### src/rtl/core/tfnf_ram.sv
// Generic simple dual-port RAM with registered read data.
module tfnf_ram #(
  parameter int Width = 8,
  parameter int Depth = 16
) (
  input  logic                     clk_i,
  input  logic                     we_i,
  input  logic [$clog2(Depth)-1:0] waddr_i,
  input  logic [Width-1:0]         wdata_i,
  input  logic [$clog2(Depth)-1:0] raddr_i,
  output logic [Width-1:0]         rdata_o
);

  logic [Width-1:0] mem [Depth];

  always_ff @(posedge clk_i) begin
    if (we_i) begin
      mem[waddr_i] <= wdata_i;
    end
    rdata_o <= mem[raddr_i];
  end

endmodule

### config.mk
export PLATFORM = sky130hd
export DESIGN_NAME = tfnf_ram
export DESIGN_NICKNAME = d
export VERILOG_FILES = /design/src/rtl/core/tfnf_ram.sv
export SDC_FILE = /design/constraint.sdc
export NUM_CORES = 1
export LEC_CHECK = 0
export ABC_AREA = 0
export BUFFER_PORTS_ARGS = -buffer_cell sky130_fd_sc_hd__buf_2
export CORE_UTILIZATION = 30
export DETAILED_ROUTE_END_ITERATION = 8
export PLACE_DENSITY = 0.57
export SLEW_MARGIN = 15
export SYNTH_ARGS = -nofsm -noshare
export SYNTH_HDL_FRONTEND = slang
export SYNTH_SLANG_ARGS = --single-unit
### constraint.sdc
create_clock -name clk_i -period 2.72 [get_ports clk_i]
set_clock_uncertainty 0.15 [all_clocks]
set_input_delay 0.408 -clock clk_i [delete_from_list [all_inputs] [get_ports clk_i]]
set_output_delay 0.408 -clock clk_i [all_outputs]
set_load 0.05 [all_outputs]
==> key figures <==
Global route
  – Total GRT Usage: 12.5%
  – Grt total ovfl: 0
  – Vias in the first global route: 2445
  – GR Util met1: 17.5%
  – Initial antenna violation count: 0
  – GRT Max-Usage Layer: met2
  – Global-route wire length before repair: 15500 µm
  – Met2 usage: 17.8%
  – Met3 Use GR: 3.98%
  – Pin count of the biggest net entering global routing: 33

Die
  – Ports: 26
  – Die Width: 133 µm
  – Die Y: 133 µm
  – Site Rows: 47
  – Die area: 0.0177 mm²
  – Core Region: 0.0166 mm²
  – Initial Util: 30.9%

CTS
  – TritonCTS buffer count: 17
  – Clk sinks: 136
  – Reg clk slew, reported paths: 0.06 ns
  – CTS max path bufs: 2
  – CTS resizes: 0
  – TritonCTS clock tree: done
  – Hold-fix buffers, CTS: 0
  – H-tree Lvls: 4
  – CTS root buffer: clkbuf_16
  – Post-CTS setup buffers: 0
  – Skew-Pair Late Insertion Delay: 0.41 ns

Final layout
  – N_diodes: 0
  – Final #Nets: 300
  – Area Overhead vs Synth: 22.6%
  – Final Cell Area: 0.00631 mm²
  – Fraction of final layout cells sized beyond drive strength 1: 31.5%

Detailed routing
  – Initial DRC count: 267
  – Via count: 2412
  – Remaining DRCs: 0
  – Wire per inst: 19.7 µm
  – Drt first pass iters: 5
  – Via density: 4.68
  – WL final: 10100 µm
  – Final ANT Viol Nets: 0

Synth
  – Largest area contributor in the netlist: edfxtp_1
  – Synth top area cells: edfxtp_1 (75%), mux4_2 (7.9%), mux4_1 (7.1%), dfxtp_1 (3.1%), a22oi_1 (2.3%)
  – Syn_area_per_cell: 22.5 µm²
  – Post-synth EDFFs: 128
  – Synth warn: 0
  – Mapped Nets: 247
  – Yosys reg bits: 136
  – Ys flop type: edfxtp_1
  – Post-synth top area share: 74.7%
  – Cell Area, Synth: 0.00515 mm²
  – Synth Instances: 229
  – Sequential area share after synthesis: 77.8%
  – Distinct cell type count after synthesis: 19
  – Asr flop ratio synth: 0%

STA
  – RSZ-0062 raised after global routing: no
  – Final worst-path cycle share: 62.8%
  – Worst-margin pin slew: 0.837 ns
  – Finish-stage setup viols: 0
  – Final Hold Fails: 0
  – Slew HR: 44.0%
  – Max-slew violations: 0
  – Setup TNS: 0 ns
  – Fmax: 585 MHz
  – Tmin final: 1.71 ns

Placed design
  – Post-place instance area: 0.00562 mm²
  – # port buffers: 25
  – Final HPWL DP: 6470 µm
  – GP Congestion: 0.712

Pwr
  – Psw: 1000 µW
  – Switch share: 19.0%
  – Part of the power in registers: 44.6%
  – Max VDD drop: 0.000509 V
  – Pwr Density: 836 mW/mm²
  – Clock power frac: 50.4%
  – Pint: 4270 µW
  – Pleak: 0.00213 µW
  – Comb pwr share: 5.0%

Worst setup path
  – Worst Path Arrival: 1.85 ns
  – Worst r2r src: mem[1][1]
  – Setup CP Type: input pin to flop
  – CP startpoint: raddr_i[1]
  – WP data required: 2.86 ns
  – Critical path fanouts, max: 23
  – CP Launch Type: input pin
  – Critical Path End Type: flop
  – Worst-case reg-to-reg path depth: 3

Hold path
  – Hold Path Depth: 1
  – Hold crit path type: input pin to flop
  – Hold Startpoint: wdata_i[6]

Status
  – Status: finished clean

Flow run
  – MaxCap Viol Count: 0
## state kept, by name, summed over array words and instances, names as in the netlist
name and cells:
mem 128, rdata_o 8
## power by group through the flow
stage | sequential [µW] | combinational (µW) | clock, µW
after global routing | 2360 | 283 | 2780
after floorplan | 2450 | 119 | 0
after global placement | 2400 | 264 | 0
after CTS | 2360 | 268 | 2690
after detailed placement | 2400 | 268 | 0
final | 2360 | 263 | 2660
## final cells by class
cell class | count | area (µm²)
Fill cell | 1497 | 10300
Tap cell | 220 | 275
Sequential cell | 136 | 4000
Clock buffer | 20 | 447
Timing Repair Buffer | 44 | 280
Clock inverter | 12 | 245
Multi-Input combinational cell | 83 | 1060
## kinds of logic (layout without fill, tap and decap cells)
kind of cell	Yosys count	in the layout	synth area share (%)
buf+inv	10	76	1.68
flops	136	136	77.8
mux	32	32	15.0
simple gates	35	35	3.18
compound gates	16	16	2.33
## cells in the final DEF, fill, tap and decap left out, types with 2 or more instances in the layout
cell type  netlist  layout
edfxtp_1       128     128
buf_2            3      25
mux4_2          18      18
buf_4            1      18
clkbuf_16        0      17
a22oi_1         16      16
mux4_1          14      14
nor2_1          13      13
nand2_1          9       9
dfxtp_1          8       8
bufinv_16        0       7
nor3_1           4       4
nand3b_1         2       2
nand2b_1         2       2
clkinv_2         0       2
clkbuf_1         0       2
## synth_stat cells (all sizes together), types with 2 or more instances
cell / n
nor3: 4
nand2b: 2
buf: 7
mux4: 32
nand2: 9
nand3b: 2
dfxtp: 8
clkdlybuf4s25: 3
nor2: 13
edfxtp: 128
a22oi: 16
## final timing paths
check	endpoint	slack, ns
worst min-delay path	mem[9][6]	0.24
worst min register to register	rdata_o[3]	0.51
worst max register to register	rdata_o[1]	1.14
worst max-delay path	rdata_o[1]	1.01
## routing by layer
layer	vias up	part of all wire [%]
met5	-	0
li1	1080	-
met3	12	5.9
met1	1238	47
met4	0	1.0
met2	82	46
## metrics by stage
stage	power, µW	worst slack, ns	std cells	util, %	hold slack [ns]
after global placement	2660	0.561	483	33.7	0.503
after global routing	5430	0.920	515	37.9	0.228
after floorplan	2560	0.669	229	-	0.357
after detailed placement	2670	0.578	483	33.7	0.509
final	5280	1.01	515	37.9	0.235
after CTS	5310	1.02	515	37.9	0.223
## critical path: stages
cell and delay, ns:
buf_2 0.46, buf_4 0.25, mux4_1 0.29, a22oi_1 0.32
nand2_1 0.10
Power figures use the tool's default switching activity.
